===== src/crtc_palette_planar_scanout_defines.svh =====
// assertion macros shared by the scanout block
`ifndef CRTC_PALETTE_PLANAR_SCANOUT_DEFINES_SVH
`define CRTC_PALETTE_PLANAR_SCANOUT_DEFINES_SVH

// same-cycle implication, clocked on clk_i, off during reset
`define CPPS_ASSERT_IMP(name, cond, prop, msg) \
  name: assert property (@(posedge clk_i) disable iff (!rst_ni) (cond) |-> (prop)) \
    else $error(msg);

// next-cycle implication, clocked on clk_i, off during reset
`define CPPS_ASSERT_NXT(name, cond, prop, msg) \
  name: assert property (@(posedge clk_i) disable iff (!rst_ni) (cond) |=> (prop)) \
    else $error(msg);

`endif


===== src/cpps_pkg.sv =====
`timescale 1ns / 1ps
package cpps_pkg;

  localparam int NPIX               = 8;
  localparam int CNT_W              = $clog2(NPIX);
  localparam int LA_W               = 17;
  localparam int COLOR_W            = 5;
  localparam int PAL_DEPTH          = 16;
  localparam int PAL_IDX_W          = $clog2(PAL_DEPTH);
  localparam int MODE_DEPTH         = 8;
  localparam int MODE_IDX_W         = $clog2(MODE_DEPTH);
  localparam int VRAM_ADDR_BITS_DEF = 17;
  localparam int LINE_STRIDE_DEF    = 128;

  localparam logic [15:0]        PAL_RESET   = 16'h01ff;
  localparam logic [15:0]        CMD_PALETTE = 16'hffff;
  localparam logic [7:0]         RD_UNMAPPED = 8'hff;
  localparam logic [COLOR_W-1:0] WHITE       = 5'h1f;

  // bus byte offsets
  localparam logic [7:0] ADDR_SEL     = 8'h38;
  localparam logic [7:0] ADDR_MODE    = 8'h3a;
  localparam logic [7:0] ADDR_VSCR_LO = 8'h3c;
  localparam logic [7:0] ADDR_VSCR_HI = 8'h3e;
  localparam logic [7:0] ADDR_PAL_LO  = 8'h40;
  localparam logic [7:0] ADDR_PAL_HI  = 8'h5f;
  localparam logic [7:0] ADDR_CMD_LO  = 8'h60;
  localparam logic [7:0] ADDR_CMD_HI  = 8'h61;

  typedef enum logic [1:0] {
    OP_WR   = 2'd0,
    OP_RD   = 2'd1,
    OP_PIX  = 2'd2,
    OP_LINE = 2'd3
  } op_e;

  typedef struct packed {
    logic [1:0] op;
    logic [7:0] offset;
    logic [7:0] wdata;
    logic [7:0] plane0;
    logic [7:0] plane1;
    logic [7:0] plane2;
    logic [7:0] plane3;
    logic [8:0] line;
  } in_t;

  typedef struct packed {
    logic [7:0]         rdata;
    logic [COLOR_W-1:0] red;
    logic [COLOR_W-1:0] green;
    logic [COLOR_W-1:0] blue;
    logic [LA_W-1:0]    line_addr;
    logic               last;
  } out_t;

  typedef struct packed {
    logic [PAL_IDX_W-1:0] idx;
    logic                 white;
  } pix_t;

  typedef struct packed {
    logic pixel;
    logic use_pal;
    out_t single;
  } job_t;

  typedef struct packed {
    logic busy;
    logic pix;
    logic fin;
  } job_stat_t;

  // 3-bit palette field to 5-bit intensity
  function automatic logic [COLOR_W-1:0] expand3(input logic [2:0] v);
    return (v == 3'd0) ? '0 : {v, 2'b11};
  endfunction

endpackage


===== src/cpps_regs.sv =====
`timescale 1ns / 1ps
module cpps_regs #(
  parameter int VRAM_ADDR_BITS = cpps_pkg::VRAM_ADDR_BITS_DEF,
  parameter int LINE_STRIDE    = cpps_pkg::LINE_STRIDE_DEF
) (
  input  logic                           clk_i,
  input  logic                           rst_ni,
  input  logic                           wr_en_i,
  input  logic [7:0]                     off_i,
  input  logic [7:0]                     wdata_i,
  input  logic [8:0]                     line_i,
  input  logic                           pix_busy_i,
  input  logic [cpps_pkg::PAL_IDX_W-1:0] pix_idx_i,
  output logic [7:0]                     rdata_o,
  output logic [cpps_pkg::LA_W-1:0]      line_addr_o,
  output logic [15:0]                    pal_word_o,
  output logic                           pal_mode_o
);
  import cpps_pkg::*;

  localparam logic [31:0]        ADDR_MASK = 32'((64'(1) << VRAM_ADDR_BITS) - 64'(1));
  localparam logic signed [31:0] STRIDE_S  = 32'(LINE_STRIDE);

  logic [7:0]  sel_q;
  logic [7:0]  mode_q [MODE_DEPTH];
  logic [15:0] vscroll_q;
  logic [15:0] cmd_q;
  logic [15:0] pal_q  [PAL_DEPTH];

  logic [PAL_IDX_W-1:0] pal_addr;
  logic signed [8:0]    h_sum;
  logic signed [11:0]   v_sum;
  logic signed [31:0]   start;

  always_ff @(posedge clk_i or negedge rst_ni) begin
    if (!rst_ni) begin
      sel_q     <= '0;
      vscroll_q <= '0;
      cmd_q     <= '0;
      for (int i = 0; i < MODE_DEPTH; i++) begin
        mode_q[i] <= '0;
      end
      pal_q[0] <= '0;
      for (int i = 1; i < PAL_DEPTH; i++) begin
        pal_q[i] <= PAL_RESET;
      end
    end else if (wr_en_i) begin
      unique case (off_i) inside
        ADDR_SEL:     sel_q <= wdata_i;
        ADDR_MODE:    mode_q[sel_q[MODE_IDX_W-1:0]] <= wdata_i;
        ADDR_VSCR_LO: vscroll_q[7:0] <= wdata_i;
        ADDR_VSCR_HI: vscroll_q[15:8] <= wdata_i;
        [ADDR_PAL_LO:ADDR_PAL_HI]: begin
          if (off_i[0]) begin
            pal_q[off_i[PAL_IDX_W:1]][15:8] <= wdata_i;
          end else begin
            pal_q[off_i[PAL_IDX_W:1]][7:0] <= wdata_i;
          end
        end
        ADDR_CMD_LO:  cmd_q[7:0] <= wdata_i;
        ADDR_CMD_HI:  cmd_q[15:8] <= wdata_i;
        default: ;
      endcase
    end
  end

  // single palette read port, owned by the pixel serializer while a group is out
  assign pal_addr   = pix_busy_i ? pix_idx_i : off_i[PAL_IDX_W:1];
  assign pal_word_o = pal_q[pal_addr];
  assign pal_mode_o = (cmd_q == CMD_PALETTE);

  always_comb begin
    unique case (off_i) inside
      ADDR_SEL:                  rdata_o = sel_q;
      ADDR_MODE:                 rdata_o = mode_q[sel_q[MODE_IDX_W-1:0]];
      ADDR_VSCR_LO:              rdata_o = vscroll_q[7:0];
      ADDR_VSCR_HI:              rdata_o = vscroll_q[15:8];
      [ADDR_PAL_LO:ADDR_PAL_HI]: rdata_o = off_i[0] ? pal_word_o[15:8] : pal_word_o[7:0];
      ADDR_CMD_LO:               rdata_o = cmd_q[7:0];
      ADDR_CMD_HI:               rdata_o = cmd_q[15:8];
      default:                   rdata_o = RD_UNMAPPED;
    endcase
  end

  // signed horizontal and vertical offsets
  assign h_sum = 9'(signed'(mode_q[0][6:0])) + 9'(signed'({1'b0, mode_q[2][6:1]}))
               + 9'sd1;
  assign v_sum = 12'(signed'(vscroll_q[10:0])) + 12'(signed'({1'b0, mode_q[6][6:1]}))
               + 12'(signed'({1'b0, line_i}));
  assign start = (32'(h_sum) <<< 1) + 32'(v_sum) * STRIDE_S;

  assign line_addr_o = LA_W'(start & ADDR_MASK);

endmodule


===== src/cpps_lane.sv =====
`timescale 1ns / 1ps
module cpps_lane (
  input  logic                           clk_i,
  input  logic                           load_i,
  input  logic [cpps_pkg::PAL_IDX_W-1:0] bits_i,
  output cpps_pkg::pix_t                 pix_o
);
  import cpps_pkg::*;

  logic [PAL_IDX_W-1:0] bits_q;

  always_ff @(posedge clk_i) begin
    if (load_i) begin
      bits_q <= bits_i;
    end
  end

  // plane 0 alone decides the mono color
  assign pix_o.idx   = bits_q;
  assign pix_o.white = bits_q[0];

endmodule


===== src/cpps_merge.sv =====
`timescale 1ns / 1ps
module cpps_merge (
  input  logic                           clk_i,
  input  logic                           rst_ni,
  input  logic                           load_i,
  input  cpps_pkg::job_t                 job_i,
  input  cpps_pkg::pix_t                 pix_i [cpps_pkg::NPIX],
  input  logic [15:0]                    pal_word_i,
  input  logic                           out_ready_i,
  output cpps_pkg::job_stat_t            stat_o,
  output logic [cpps_pkg::PAL_IDX_W-1:0] pix_idx_o,
  output logic                           out_valid_o,
  output cpps_pkg::out_t                 out_o
);
  import cpps_pkg::*;

  logic             job_valid_q;
  job_t             job_q;
  logic [CNT_W-1:0] cnt_q;
  logic             out_valid_q;
  out_t             out_q;

  pix_t cur;
  logic can_emit;
  logic last_pix;
  out_t res;

  assign cur       = pix_i[cnt_q];
  assign pix_idx_o = cur.idx;
  assign can_emit  = job_valid_q && (!out_valid_q || out_ready_i);
  assign last_pix  = (cnt_q == CNT_W'(NPIX - 1));

  assign stat_o.busy = job_valid_q;
  assign stat_o.pix  = job_valid_q && job_q.pixel;
  assign stat_o.fin  = can_emit && (!job_q.pixel || last_pix);

  always_comb begin
    res = '0;
    if (job_q.pixel) begin
      if (job_q.use_pal) begin
        res.red   = expand3(pal_word_i[2:0]);
        res.green = expand3(pal_word_i[5:3]);
        res.blue  = expand3(pal_word_i[8:6]);
      end else if (cur.white) begin
        res.red   = WHITE;
        res.green = WHITE;
        res.blue  = WHITE;
      end
      res.last = last_pix;
    end else begin
      res = job_q.single;
    end
  end

  always_ff @(posedge clk_i or negedge rst_ni) begin
    if (!rst_ni) begin
      job_valid_q <= 1'b0;
      cnt_q       <= '0;
      out_valid_q <= 1'b0;
    end else begin
      if (load_i) begin
        job_valid_q <= 1'b1;
      end else if (stat_o.fin) begin
        job_valid_q <= 1'b0;
      end
      if (load_i) begin
        cnt_q <= '0;
      end else if (can_emit && job_q.pixel) begin
        cnt_q <= CNT_W'(cnt_q + 1'b1);
      end
      if (can_emit) begin
        out_valid_q <= 1'b1;
      end else if (out_ready_i) begin
        out_valid_q <= 1'b0;
      end
    end
  end

  always_ff @(posedge clk_i) begin
    if (load_i) begin
      job_q <= job_i;
    end
    if (can_emit) begin
      out_q <= res;
    end
  end

  assign out_valid_o = out_valid_q;
  assign out_o       = out_q;

endmodule


===== src/crtc_palette_planar_scanout.sv =====
`timescale 1ns / 1ps
// Bit-plane scanout with a byte register bus, one valid/ready input channel
// carrying bus writes, bus reads, pixel groups and line address queries, and
// one valid/ready result channel.
// A bus write updates the registers at acceptance and gives no result.
// A bus read or line query is latched into the merge stage at acceptance and
// gives one result through the result register; one such item can be taken
// every cycle while the receiver does not stall. A pixel group is latched
// into eight pixel lanes at acceptance; the merge stage then hands out one
// pixel per cycle while the result side is not stalled. The next item is
// taken in the cycle the last pixel of a group leaves the lanes.
// The merge stage shares the single palette read port with bus reads, so a
// bus read waits until a pixel group has been fully handed out, and a bus
// write waits for the last lookup of the group in progress.
// Reset clears all registers to their defaults at once; no init pass.
// When the receiver stalls, the result register holds and the lanes hold
// their group; save bus writes outside a group, input waits for the result side.
module crtc_palette_planar_scanout #(
  parameter int VRAM_ADDR_BITS = cpps_pkg::VRAM_ADDR_BITS_DEF,
  parameter int LINE_STRIDE    = cpps_pkg::LINE_STRIDE_DEF
) (
  input  logic            clk_i,
  input  logic            rst_ni,
  input  logic            in_valid_i,
  output logic            in_ready_o,
  input  cpps_pkg::in_t   in_i,
  output logic            out_valid_o,
  input  logic            out_ready_i,
  output cpps_pkg::out_t  out_o
);
  import cpps_pkg::*;

  `include "crtc_palette_planar_scanout_defines.svh"

  job_stat_t            job_stat;
  logic                 accept;
  logic                 wr_en;
  logic                 load;
  logic                 pix_load;
  logic [7:0]           rdata;
  logic [LA_W-1:0]      line_addr;
  logic [15:0]          pal_word;
  logic                 pal_mode;
  logic [PAL_IDX_W-1:0] pix_idx;
  job_t                 job;
  pix_t                 pix [NPIX];

  always_comb begin
    case (in_i.op)
      OP_WR:   in_ready_o = !job_stat.pix || job_stat.fin;
      OP_RD:   in_ready_o = !job_stat.busy || (job_stat.fin && !job_stat.pix);
      default: in_ready_o = !job_stat.busy || job_stat.fin;
    endcase
  end

  assign accept   = in_valid_i && in_ready_o;
  assign wr_en    = accept && (in_i.op == OP_WR);
  assign load     = accept && (in_i.op != OP_WR);
  assign pix_load = accept && (in_i.op == OP_PIX);

  cpps_regs #(
    .VRAM_ADDR_BITS (VRAM_ADDR_BITS),
    .LINE_STRIDE    (LINE_STRIDE)
  ) u_regs (
    .clk_i       (clk_i),
    .rst_ni      (rst_ni),
    .wr_en_i     (wr_en),
    .off_i       (in_i.offset),
    .wdata_i     (in_i.wdata),
    .line_i      (in_i.line),
    .pix_busy_i  (job_stat.pix),
    .pix_idx_i   (pix_idx),
    .rdata_o     (rdata),
    .line_addr_o (line_addr),
    .pal_word_o  (pal_word),
    .pal_mode_o  (pal_mode)
  );

  for (genvar k = 0; k < NPIX; k++) begin : g_lane
    cpps_lane u_lane (
      .clk_i  (clk_i),
      .load_i (pix_load),
      .bits_i ({in_i.plane3[k], in_i.plane2[k], in_i.plane1[k], in_i.plane0[k]}),
      .pix_o  (pix[k])
    );
  end

  always_comb begin
    job                  = '0;
    job.pixel            = (in_i.op == OP_PIX);
    job.use_pal          = pal_mode;
    job.single.last      = 1'b1;
    job.single.rdata     = (in_i.op == OP_RD) ? rdata : '0;
    job.single.line_addr = (in_i.op == OP_LINE) ? line_addr : '0;
  end

  cpps_merge u_merge (
    .clk_i       (clk_i),
    .rst_ni      (rst_ni),
    .load_i      (load),
    .job_i       (job),
    .pix_i       (pix),
    .pal_word_i  (pal_word),
    .out_ready_i (out_ready_i),
    .stat_o      (job_stat),
    .pix_idx_o   (pix_idx),
    .out_valid_o (out_valid_o),
    .out_o       (out_o)
  );

  `CPPS_ASSERT_IMP(a_mid_group, out_valid_o && !out_o.last, job_stat.pix,
                   "non-final result while no pixel group is in progress")
  `CPPS_ASSERT_NXT(a_group_end, job_stat.fin && job_stat.pix, out_valid_o && out_o.last,
                   "end of pixel group did not show a final result")
  `CPPS_ASSERT_NXT(a_pal_hold, job_stat.pix && !job_stat.fin, $stable(pal_mode),
                   "color mode changed inside a pixel group")

endmodule


===== config.mk =====
export PLATFORM = sky130hd
export DESIGN_NAME = crtc_palette_planar_scanout
export DESIGN_NICKNAME = d
export VERILOG_FILES = /design/src/cpps_pkg.sv /design/src/cpps_regs.sv /design/src/cpps_lane.sv /design/src/cpps_merge.sv /design/src/crtc_palette_planar_scanout.sv
export VERILOG_INCLUDE_DIRS = /design/src /design/src/src
export SDC_FILE = /design/constraint.sdc
export NUM_CORES = 1
export LEC_CHECK = 0
export ABC_AREA = 1
export BUFFER_PORTS_ARGS = -buffer_cell sky130_fd_sc_hd__buf_2
export CAP_MARGIN = 10
export CORE_MARGIN = 3
export CORE_UTILIZATION = 50
export DETAILED_ROUTE_END_ITERATION = 10
export PLACE_DENSITY = 0.67
export SLEW_MARGIN = 40
export SYNTH_ARGS = -nofsm -noshare
export SYNTH_HDL_FRONTEND = slang
export SYNTH_SLANG_ARGS = --single-unit

===== constraint.sdc =====
create_clock -name clk_i -period 10.7 [get_ports clk_i]
set_input_delay 3.21 -clock clk_i [delete_from_list [all_inputs] [get_ports clk_i]]
set_output_delay 3.21 -clock clk_i [all_outputs]
set_load 0.02 [all_outputs]

* Yosys cells after proc, flatten, opt, wreduce, memory -nomap -nowiden
Cells that the tools add are included.
W data, S select, Z words.
** Storage, ports and cells
- Output and inout bits :: 43
- Register bits after elaboration :: 465
- Logic and storage cells :: 149
** Cells by class
- Reduce and logical (&&, ||, !) cells :: 36
- Add/sub/neg operators :: 6
- Multiplexer cells :: 34
- Order comparisons :: 8
- Bitwise logic cells :: 4
- Equality and inequality tests :: 11
** Operators by type and width (number)
- $bwmux W256 :: 2
- $mux W256 :: 1
- $demux W16 S4 :: 2
- $bmux W16 S4 :: 1
- $bwmux W64 :: 1
- $pmux W8 S7 :: 1
- $mux W16 :: 3
- $mux W8 :: 5
- $eq A8 B6 Y1 const B :: 4
- $mux W15 :: 2
- $mux W5 :: 5
- $bmux W8 S3 :: 1
- $demux W8 S3 :: 1
- $add A10 B17 Y17 :: 1
- $eq A16 B16 Y1 const B :: 1
- $eq A8 B7 Y1 const B :: 2
- $bmux W5 S3 :: 1
- $reduce_and A2 Y1 :: 7
- $logic_and A1 B1 Y1 :: 12
- $add A10 B10 Y10 :: 1
- $add A10 B7 Y10 :: 1
- $ge A5 B5 Y1 const B :: 2
- $not A4 Y5 :: 2
- $add A8 B2 Y9 const B :: 1
- other kinds (20) :: 39

* Logic depth before layout (Yosys ltp)
Gate-level depths: netlist of run 1.
- Depth in word-level cells :: 12
- Depth in mapped cells :: 25

* Modules after synthesis
From an unflattened synthesis of run 1, not the netlist that was laid out.
** Second synthesis, totals
- Cells, all modules :: 2901
- Area total of the unflattened synthesis :: 24118.1 µm²
** Modules (own cells, without submodules)
- cpps_regs :: area an instance 19094.6 µm², times used 1, cells each 2476
- cpps_merge :: area an instance 3691.0 µm², times used 1, cells each 309
- cpps_lane :: area an instance 127.6 µm², times used 8, cells each 5
- crtc_palette_planar_scanout :: area an instance 311.5 µm², times used 1, cells each 76

* Worst setup path after synthesis of run 1
No wires, ideal clock.
- Kind :: input to output
- Start point :: in out_ready_i
- End point :: out in_ready_o
- Required time :: 7490 ps
- Path buffers :: 0
- Path slack :: 2910 ps
- Stages on the path :: 8
- Data arrival time :: 4580 ps
- Path through :: inv_1 > nand2_1 > nand2_1 > inv_1 > nand2_1 > nand2_1 > o21ai_1 > nand2_2
** Between the ends
- Cells in the longest elaborated chain, start to end :: 6
** RTL lines
- start: declaration :: RTL line crtc_palette_planar_scanout.sv:28 : input logic out_ready_i,
- $logic_or A1 B1 Y1 * :: RTL line cpps_merge.sv:30 : assign can_emit = job_valid_q && (!out_valid_q || out_ready_i);
- $logic_and A1 B1 Y1 * :: RTL line cpps_merge.sv:30
- net u_merge.can_emit :: RTL line cpps_merge.sv:24 : logic can_emit;
- $logic_and A1 B1 Y1 * :: RTL line cpps_merge.sv:35 : assign stat_o.fin = can_emit && (!job_q.pixel || last_pix);
- $logic_and A1 B1 Y1 :: RTL line crtc_palette_planar_scanout.sv:51 : OP_RD: in_ready_o = !job_stat.busy || (job_stat.fin && !job_stat.pix);
- $logic_or A1 B1 Y1 :: RTL line crtc_palette_planar_scanout.sv:51
- $pmux W1 S2 * :: RTL line crtc_palette_planar_scanout.sv:49 : case (in_i.op)
- end: declaration :: RTL line crtc_palette_planar_scanout.sv:25 : output logic in_ready_o,
Mark *: on every way through the listed nets, which the timed path passes. The rest lies on a longest branch.

* Worst setup path after layout of run 1
Ends and elaborated chain as after synthesis.

==> results of run 1 <==
-- flip-flops by register name, indices dropped and copies added (netlist names), 3 cells and up --
signal,flops
u_merge.out_o,37
u_regs.mode_q,64
u_regs.cmd_q,16
u_merge.job_q,26
u_regs.pal_q,256
g_lane.u_lane.bits_q,32
u_regs.vscroll_q,16
u_regs.sel_q,8
u_merge.cnt_q,3
-- final timing paths --
| check | slack [ns] | endpoint | start | cells past startpoint |
|---|---|---|---|---|
| worst max-delay path | 2.94 | in_ready_o | out_ready_i | 10 |
| worst min-delay path | 0.47 | u_regs.pal_q[151] | u_regs.pal_q[151] | 2 |
| worst max register to register | 6.07 | u_merge.job_q[35] | u_merge.job_q[42] | 15 |
| worst min register to register | 0.47 | u_regs.pal_q[151] | u_regs.pal_q[151] | 2 |
| max in group asynchronous | 6.95 | u_regs.mode_q[3] | rst_ni | 3 |
| min in group asynchronous | 2.53 | u_regs.pal_q[240] | rst_ni | 1 |
-- power by group --
| part | internal (W) | switching [W] |
|---|---|---|
| Sequential | 0.00194 | 0.0000704 |
| Combinational | 0.000293 | 0.000902 |
| Clock | 0.00106 | 0.000727 |
| Total | 0.00329 | 0.00170 |
-- through the flow --
| step | total power [W] | setup slack, ns | std cells |
|---|---|---|---|
| 2_1_floorplan | 0.00278 | 2.91 | 2506 |
| 3_3_place_gp | 0.00320 | 2.67 | 3061 |
| 3_5_place_dp | 0.00322 | 2.94 | 3064 |
| 4_1_cts | 0.00500 | 2.94 | 3159 |
| 5_1_grt | 0.00520 | 2.77 | 3160 |
| 6_report | 0.00499 | 2.94 | 3160 |
-- cell families after synthesis --
group	after synthesis	synth area share (%)
flip-flops	460	55.1
XOR/XNOR	11	0.437
adder cells (fa/ha/maj)	37	2.41
AO/OA/AOI/OAI	495	11.6
AND/OR/NAND/NOR	1221	24.3
other	1	0.0170
buffers and inverters	281	6.11
-- worst max-delay path: stages --
cell,delay [ns]
buf_2,0.08
inv_1,0.03
nand2_1,0.06
nand2_1,0.11
inv_4,0.46
nand2_1,0.14
nand2_1,0.11
o21ai_1,0.08
nand2_2,0.08
buf_2,0.17
-- final cells by class --
| class | instances | share of cell area [%] |
|---|---|---|
| tap | 585 | 2.99 |
| multi-input combinational | 1765 | 35.1 |
| inverter | 122 | 1.90 |
| antenna | 1 | 0.0102 |
| clock inverter | 25 | 0.962 |
| sequential | 460 | 49.7 |
| clock buffer | 70 | 6.01 |
| timing repair buffer | 132 | 3.33 |
-- routing by layer --
layer / routed length, um / vias up / global-route usage (%)
met5: 23 / - / 0
li1: - / 8466 / -
met4: 2230 / 4 / 10.2
met3: 5500 / 150 / 5.97
met1: 27000 / 8830 / 38.5
met2: 28900 / 807 / 42.7
-- placed cells by master (no fill, tap or decap), types with 3 or more instances in the layout --
| cell type | synthesis | final |
|---|---|---|
| nor3_2 | 2 | 3 |
| inv_1 | 114 | 112 |
| o21a_1 | 5 | 5 |
| inv_4 | 2 | 5 |
| fa_1 | 9 | 9 |
| dfstp_2 | 135 | 135 |
| nand2_4 | 22 | 23 |
| bufinv_16 | 0 | 4 |
| edfxtp_1 | 95 | 95 |
| inv_2 | 5 | 6 |
| buf_2 | 46 | 103 |
| nor2_1 | 103 | 102 |
| xnor2_1 | 6 | 6 |
| clkinv_2 | 0 | 13 |
| clkbuf_8 | 0 | 8 |
| dfrtp_1 | 230 | 230 |
| a2111oi_1 | 0 | 4 |
| o21bai_1 | 3 | 3 |
| nor3_1 | 7 | 6 |
| a21oi_1 | 39 | 39 |
| ha_1 | 28 | 28 |
| clkbuf_1 | 72 | 9 |
| o21ai_0 | 259 | 259 |
| clkbuf_16 | 0 | 53 |
| clkinv_1 | 1 | 4 |
| buf_4 | 14 | 22 |
| xor2_1 | 5 | 5 |
| nand4_1 | 6 | 6 |
| nand2_2 | 3 | 5 |
| nand2_1 | 678 | 675 |
| o22ai_1 | 12 | 12 |
| o21ai_1 | 161 | 161 |
| nand3_1 | 390 | 390 |
==> reports/metrics.yaml, run 1 <==
status: "finished, final reports clean"
power_density_nw_per_um2: 204
fp-row-count: 76
post_drt_wl_per_cell_um: 20.2
fin_skew_ns: 0.0274
drc: 0
crit_path_end_kind: "output pin"
rsz0062_at_grt: "false"
cp_max_fo: 38
start_util_pct: 51.0
num_io_pins: 106
hold_buffers: 0
portBuffers: 104
cts_tree: "done"
tightest_slew_ns: 0.950
design_area_um2: 24400
synth_area_leaders: "dfrtp_1 (26%), dfstp_2 (16%), edfxtp_1 (13%), nand2_1 (12%), nand3_1 (8.9%)"
setup_viol: 0
async_reset_ff_share_pct: 79.3
whs_ns: 0.471
grt_max_degree: 87
final_util_pct: 56.5
grt_first_pass_wirelength_um: 101000
antenna_found_initial: 4
post-cts-setup-buffers: 0
worstPathArrival_ns: 4.55
path_class: "in -> out"
syn_nets: 2606
die_x_um: 216
regArea_um2: 12200
area_growth_pct: 10.9
finalSetupTns_ns: 0
period_needed_ns: 7.76
hold_violations: 0
peakVddDrop_v: 0.000137
syn_inst: 2506
yosysWarnings: 0
synth_cell_type_count: 47
cp.required_ns: 7.49
yosys.area.top_type: "dfrtp_1"
antenna_left: 0
leakage_nw: 10.6
grt_pass1_vias: 17700
clock_path_buffers: 3
cts_buffers: 51
fin_nets: 2632
multi_input_area_um2: 8570
slew_headroom_pct: 35.0
place.gp.congestion: 0.908
dr.pass1.iters: 5
syn-cell-area_um2: 22000
ys_ff_latch: 460
synth_top_area_share_pct: 26.1
clock_sinks: 460
wl_um: 63700
track_usage_pct: 27.5
dieHeight_um: 216
synthFlopType: "dfrtp_1"
layout-drive-gt1-share_pct: 15.6
avgViaCountPerCell: 5.78
synth_seq_area_share_pct: 55.1
drtIter0Drc: 1854
synth_edf_count: 95
maxCapViolCount: 0
hold_path.class: "reg -> reg"
avgSynthCellArea_um2: 8.80
placed_cell_area_um2: 22700
grt-ovfl-total: 0
min_period_over_period_pct: 72.5
via_count: 18300
fmax_ghz: 0.129
die_area_um2: 46600
dp_hpwl_um: 40700
cts_resized: 0
core_area_um2: 43300
netlist_top_cells_count: "nand2_1 (678), nand3_1 (390), o21ai_0 (259)"
slew_violations: 0
h-tree-depth: 2
nFillCells: 3892
critPathLaunchType: "primary input"
yosysMostFrequentCell: "nand2_1"
clkTransAtPathRegs_ns: 0.06
root_buffer: "clkbuf_16"
clock_latency_ns: 0.60
Power figures use the tool's default switching activity.
==> run 2: changes to the inputs <==
Clock period 10.7 ns to 7.4 ns, I/O delays scaled along.
==> run 2 against run 1 <==
Hold slack improved by 0.0015 ns. Worst setup slack got worse by 0.83 ns. Die area unchanged. Via count decreased by 1.4%. Sequential share of layout area grew 0.32 points. Register-to-register slack worse by 3.0 ns. Non-clock buffer count decreased by 1. Combinational power is 47% higher. Clock-buffer cell count is 8 higher. Sequential cell count is the same. Largest power group unchanged.
==> reports/metrics.yaml, run 2 (synthesis results as in run 1) <==
status: "finished, final reports clean"  # unchanged
p_int_w: 0.00461  # was 0.00329 W
path_class: "in -> out"  # unchanged
peakVddDrop_v: 0.000248  # was 0.000137 V
clock_sinks: 460  # unchanged
dr.pass1.iters: 5  # unchanged
hold_path.class: "reg -> reg"  # unchanged
crit_path_end_kind: "output pin"  # unchanged
hold_buffers: 0  # unchanged
avgViaCountPerCell: 5.70  # was 5.78
power_density_nw_per_um2: 290  # was 204 nW/um2
dp_hpwl_um: 40200  # was 40,700 um
drc: 0  # unchanged
post_drt_wl_per_cell_um: 20.0  # was 20.2 um
worstRegToRegCells: 24  # was 15
fmax_ghz: 0.189
dieHeight_um: 216  # unchanged
worstPathArrival_ns: 3.07  # was 4.55 ns
dp.cells: 3063  # was 3,064
switchingPower_w: 0.00243  # was 0.00170 W
h-tree-depth: 2  # unchanged
wl_um: 63100  # was 63,700 um
maxCapViolCount: 0  # unchanged
post-cts-setup-buffers: 0  # unchanged
area_growth_pct: 10.2  # was 10.9%
core_area_um2: 43300  # unchanged
min_period_over_period_pct: 71.5
rsz0062_at_grt: "false"  # unchanged
root_buffer: "clkbuf_16"  # unchanged
slew_violations: 0  # unchanged
leakage_nw: 10.5  # was 10.6 nW
setup_ws_ns: 2.11  # was 2.94 ns
grt_first_pass_wirelength_um: 99800  # was 101,000 um
slew_headroom_pct: 33.9  # was 35.0%
final_common_cell: "nand2_1"  # unchanged
cts_tree: "done"  # unchanged
fin_skew_ns: 0.0387  # was 0.0274 ns
cp_max_fo: 3  # was 38
track_usage_pct: 27.2  # was 27.5%
post-place-ws_ns: 1.93  # was 2.94 ns
portBuffers: 104  # unchanged
grt-ovfl-total: 0  # unchanged
top_register: "u_regs.pal_q"  # unchanged
power_frac_comb_pct: 24.8  # was 24.0%
cts_buffers: 50  # was 51
grt_max_degree: 95  # was 87
antenna_left: 0  # unchanged
grt_pass1_vias: 17300  # was 17,700
fin_nets: 2630  # was 2,632
hold_violations: 0  # unchanged
min_path_cells: 2  # unchanged
largest_register_ffs: 256  # unchanged
antenna_cells: 0  # was 1
num_io_pins: 106  # unchanged
clockPowerShare_pct: 34.1  # was 35.8%
antenna_found_initial: 2  # was 4
drtIter0Drc: 1862  # was 1,854
layout-drive-gt1-share_pct: 15.2  # was 15.6%
critPathLaunchType: "primary input"  # unchanged
p_total_w: 0.00704  # was 0.00499 W
via_count: 18000  # was 18,300
period_needed_ns: 5.29
die_x_um: 216  # unchanged
clkTransAtPathRegs_ns: 0.06  # about the same
tightest_slew_ns: 0.967  # was 0.950 ns
clock_latency_ns: 0.60  # about the same
die_area_um2: 46600  # unchanged
switching_share_pct: 34.5  # was 34.1%
finalSetupTns_ns: 0  # unchanged
clock_path_buffers: 3  # unchanged
final_cell_mix: "nand2_1 (675), nand3_1 (390), o21ai_0 (259)"  # unchanged
cts_resized: 0  # unchanged
cp.required_ns: 5.18  # was 7.49 ns
fp-row-count: 76  # unchanged
place.gp.congestion: 0.972  # was 0.908
start_util_pct: 51.0  # unchanged
setup_viol: 0  # unchanged
final_cell_count_no_fill: 3156  # was 3,160
power_frac_seq_pct: 41.1  # was 40.3%
[run 2: cell types whose count changed in the layout (fill, tap and decap cells not counted), sizes merged]
cell	before	now
diode	1	0
buf	132	131
clkbuf	70	78
clkinv	17	9
clkinvlp	2	4
bufinv	4	0
[run 2: worst max-delay path, stage by stage]
cell and delay, ns:
buf_2 0.10, inv_1 0.04, nand2_1 0.06, nand2_1 0.12
inv_2 0.05, nand2_1 0.07, nand2_1 0.07, o21ai_1 0.10
nand2_2 0.08, buf_2 0.16
[run 2: per-layer routing]
layer | vias to the layer above | global-route usage (%) | routed length [um]
li1 | 8463 | - | -
met1 | 8658 | 38.4 | 27400
met2 | 751 | 42.2 | 28600
met3 | 121 | 5.73 | 5170
met4 | 4 | 8.89 | 1910
met5 | - | 0 | 27
[run 2: final timing paths]
kind | start | slack, ns | end
min reg2reg | u_regs.pal_q[101] | 0.47 | u_regs.pal_q[101]
max | out_ready_i | 2.11 | in_ready_o
max in group asynchronous | rst_ni | 4.40 | u_regs.mode_q[2]
min | u_regs.pal_q[101] | 0.47 | u_regs.pal_q[101]
max reg2reg | u_regs.mode_q[41] | 3.08 | u_merge.job_q[16]
min in group asynchronous | rst_ni | 1.66 | u_regs.pal_q[246]
[run 2: cell type report]
cell class / count / area, um2
inverters: 122 / 465
clock buffers: 78 / 1490
flip-flops and latches: 460 / 12200
well taps: 585 / 732
repair buffers: 131 / 777
fillers: 3872 / 19000
multi-input cells: 1765 / 8580
clock inverters: 15 / 93.8
[run 2: through the flow]
step | hold slack, ns | instance area (um2) | util (%)
floorplan | 0.448 | 22000 | -
global placement | 0.460 | 22600 | 52.3
detailed placement | 0.464 | 22700 | 52.5
CTS | 0.474 | 24300 | 56.1
global route | 0.484 | 24300 | 56.1
finish | 0.472 | 24300 | 56.1
[run 2: power by group through the flow]
stage,clock [W],sequential (W),combinational (W)
6_report,0.00240,0.00289,0.00175
3_3_place_gp,0,0.00293,0.00170
4_1_cts,0.00244,0.00289,0.00172
5_1_grt,0.00255,0.00291,0.00188
2_1_floorplan,0,0.00301,0.00102
3_5_place_dp,0,0.00293,0.00172
==> run 3: changes to the inputs <==
Settings changed: ABC_AREA 1 to 0.
Clock period 7.4 ns to 5.5 ns, I/O delays scaled along.
==> run 3 against run 2 <==
Cell count shrank 21%. Hold slack improved by 0.032 ns. Critical path depth rose by 7. Utilization rose by 1.5 points. Clock-buffer cell count is 13 lower. Total power is 17% higher. Clock power increased by 35%. First-iteration DRC count shrank 31%. Synthesized area is 1.3% higher. Register-to-register slack got worse by 2.0 ns. Largest power group unchanged.
==> reports/metrics.yaml, run 3 <==
yosysWarnings: 0  # unchanged
synth_top_area_share_pct: 25.8  # was 26.1%
worstPathArrival_ns: 4.85  # was 3.07 ns
grt_max_degree: 112  # was 95
synth_simple_gate_area_share_pct: 11.1  # was 24.3%
nFillCells: 3560  # was 3,872
hold_buffers: 0  # unchanged
post_drt_wl_per_cell_um: 23.1  # was 20.0 um
slew_headroom_pct: 40.3  # was 33.9%
dieHeight_um: 217  # was 216 um
syn_nets: 1891  # was 2,606
route.met3.wl_um: 3650  # was 5170 um
setup_viol: 0  # unchanged
critPathLaunchType: "primary input"  # unchanged
fin_skew_ns: 0.0170  # was 0.0387 ns
crit_top_cell: "inv_1"  # was nand2_1
power_density_nw_per_um2: 327  # was 290 nW/um2
avgViaCountPerCell: 5.93  # was 5.70
synth_xor_area_share_pct: 0.588  # was 0.437%
maxCapViolCount: 0  # unchanged
synth_area_leaders: "dfrtp_1 (26%), mux2_2 (18%), dfstp_2 (16%), edfxtp_1 (13%), nand2_1 (4.3%)"  # was dfrtp_1 (26%), dfstp_2 (16%), edfxtp_1 (13%), nand2_1 (12%), nand3_1 (8.9%)
cp.required_ns: 5.81  # was 5.18 ns
yosysMostFrequentCell: "mux2_2"  # was nand2_1
final_cell_mix: "mux2_2 (358), nand2_1 (254), dfrtp_1 (228)"  # was nand2_1 (675), nand3_1 (390), o21ai_0 (259)
die_x_um: 217  # was 216 um
async_reset_ff_share_pct: 79.3  # unchanged
synth_mux_area_share_pct: 22.4  # was 0%
fin_nets: 1962  # was 2,630
synth_edf_count: 95  # unchanged
hold_violations: 0  # unchanged
antenna_cells: 0  # unchanged
crit_path_end_kind: "flop"  # was output pin
yosys.area.top_type: "dfrtp_1"  # unchanged
peakVddDrop_v: 0.000310  # was 0.000248 V
dp_hpwl_um: 37500  # was 40,200 um
synthAdderAreaFrac_pct: 2.37  # was 2.41%
dr.pass1.iters: 5  # unchanged
path_class: "in -> reg"  # was in -> out
largest_register_ffs: 256  # unchanged
drtIter0Drc: 1292  # was 1,862
final_common_cell: "mux2_2"  # was nand2_1
clock_latency_ns: 0.59  # was 0.60 ns
die_area_um2: 47300  # was 46,600 um2
antenna_found_initial: 1  # was 2
hold_path.class: "reg -> reg"  # unchanged
root_buffer: "clkbuf_16"  # unchanged
core_area_um2: 43600  # was 43,300 um2
dp.cells: 2396  # was 3,063
grt_pass1_vias: 15000  # was 17,300
synth_top_family_by_area: "multiplexers"  # was simple AND/OR/NAND/NOR gates
netlist_top_cells_count: "mux2_2 (358), nand2_1 (254), dfrtp_1 (230)"  # was nand2_1 (678), nand3_1 (390), o21ai_0 (259)
p_total_w: 0.00823  # was 0.00704 W
place.gp.congestion: 0.859  # was 0.972
clock_sinks: 460  # unchanged
post-cts-setup-buffers: 0  # unchanged
status: "finished, final reports clean"  # unchanged
synth_cell_type_count: 71  # was 47
h-tree-depth: 2  # unchanged
avgSynthCellArea_um2: 12.5  # was 8.80 um2
cts_buffers: 49  # was 50
syn-cell-area_um2: 22300  # was 22,000 um2
cts_resized: 0  # unchanged
whs_ns: 0.504  # was 0.472 ns
portBuffers: 104  # unchanged
final_cell_count_no_fill: 2487  # was 3,156
area_growth_pct: 12.6  # was 10.2%
grt_first_pass_wirelength_um: 90500  # was 99,800 um
critPathMaxStageDelay_ns: 0.53  # was 0.16 ns
top_register: "u_regs.pal_q"  # unchanged
fp-row-count: 76  # unchanged
tightest_slew_ns: 0.890  # was 0.967 ns
clock_path_buffers: 3  # unchanged
synthFlopType: "dfrtp_1"  # unchanged
cp_max_fo: 3  # unchanged
min_period_over_period_pct: 82.5
drc: 0  # unchanged
ys_ff_latch: 460  # unchanged
path_cells: "buf_2, inv_1, fa_1, inv_1, ha_1, inv_1, fa_1, inv_1, ha_1, nor2b_1, o21ai_0, a21boi_0, o21ai_0, a21boi_0, o21ai_0, nor3b_1, nor3_1"  # was buf_2, inv_1, nand2_1, nand2_1, inv_2, nand2_1, nand2_1, o21ai_1, nand2_2, buf_2
clkTransAtPathRegs_ns: 0.06  # about the same
finalSetupTns_ns: 0  # unchanged
synth_seq_area_share_pct: 54.4  # was 55.1%
grt-ovfl-total: 0  # unchanged
via_count: 14800  # was 18,000
layout-drive-gt1-share_pct: 41.1  # was 15.2%
antenna_left: 0  # unchanged
met2_length_um: 26900  # was 28,600 um
wl_um: 57500  # was 63,100 um
routed.top_layer: "met5"  # unchanged
cts_tree: "done"  # unchanged
synth_compound_area_share_pct: 6.17  # was 11.6%
leakage_nw: 11.0  # was 10.5 nW
num_io_pins: 106  # unchanged
met1Wirelength_um: 25300  # was 27,400 um
period_needed_ns: 4.54
rsz0062_at_grt: "false"  # unchanged
syn_inst: 1791  # was 2,506
final_util_pct: 57.6  # was 56.1%
slowest_stage: "fa_1"  # was buf_2
fmax_ghz: 0.220
start_util_pct: 51.2  # was 51.0%
slew_violations: 0  # unchanged
track_usage_pct: 24.7  # was 27.2%
-- run 3: changes by cell type after synthesis, moves of 35 or more --
cell / delta
mux2i_1: +48
mux2_2: +358
nand3_1: -353
nor2_1: -35
inv_1: -82
o21ai_1: -159
o21ai_0: -216
nand2_1: -424
-- run 3: kinds of logic after synthesis --
kind of cell / after synthesis
AOI/OAI and AO/OA: 200
xor gates and xnor gates: 15
adders and majority gates: 37
buffers and inverters: 145
DFF: 460
muxes: 428
other: 1
and+or+nand+nor: 505
-- run 3: worst max-delay path, delay by kind of cell --
kind | cells | cell delay [ns]
fa+ha+maj | 4 | 1.49
compound gates | 5 | 0.96
buf+inv | 5 | 0.32
simple gates | 3 | 0.42
-- run 3: area by class of cell --
cell class | instances | area [um2] | area share, %
repair buffers | 133 | 916 | 3.64
flip-flops and latches | 460 | 12200 | 48.3
clock buffers | 65 | 1360 | 5.41
multi-input cells | 1186 | 9650 | 38.4
well taps | 585 | 732 | 2.91
inverters | 32 | 120 | 0.478
clock inverters | 26 | 215 | 0.856
-- run 3: worst paths after layout --
path	start	to	slack, ns	cells past startpoint
setup / recovery	in_i[1]	u_merge.job_q[16]	0.96	17
hold / removal	u_regs.mode_q[47]	u_regs.mode_q[47]	0.50	1
setup reg to reg	u_regs.mode_q[56]	u_merge.job_q[16]	1.09	21
hold reg to reg	u_regs.mode_q[47]	u_regs.mode_q[47]	0.50	1
max in group asynchronous	rst_ni	u_regs.pal_q[95]	3.50	2
min in group asynchronous	rst_ni	u_regs.pal_q[147]	1.32	1
-- run 3: routing by layer --
metal,vias up,track usage (%)
li1,6579,-
met1,7601,34.9
met2,472,39.3
met3,101,4.54
met4,2,7.18
met5,-,0
-- run 3: power by group --
group	switching, W	internal [W]	leakage, nW
sequential	0.0000804	0.00365	5.49
combinational	0.000874	0.000385	4.68
clock	0.00136	0.00188	0.788
total	0.00232	0.00591	11.0
-- run 3: metrics by stage --
stage / area (um2) / worst slack (ns)
floorplan: 22300 / 0.776
global route: 25200 / 0.646
CTS: 25100 / 1.03
detailed placement: 23500 / 0.415
finish: 25200 / 0.962
global placement: 23400 / 0.552
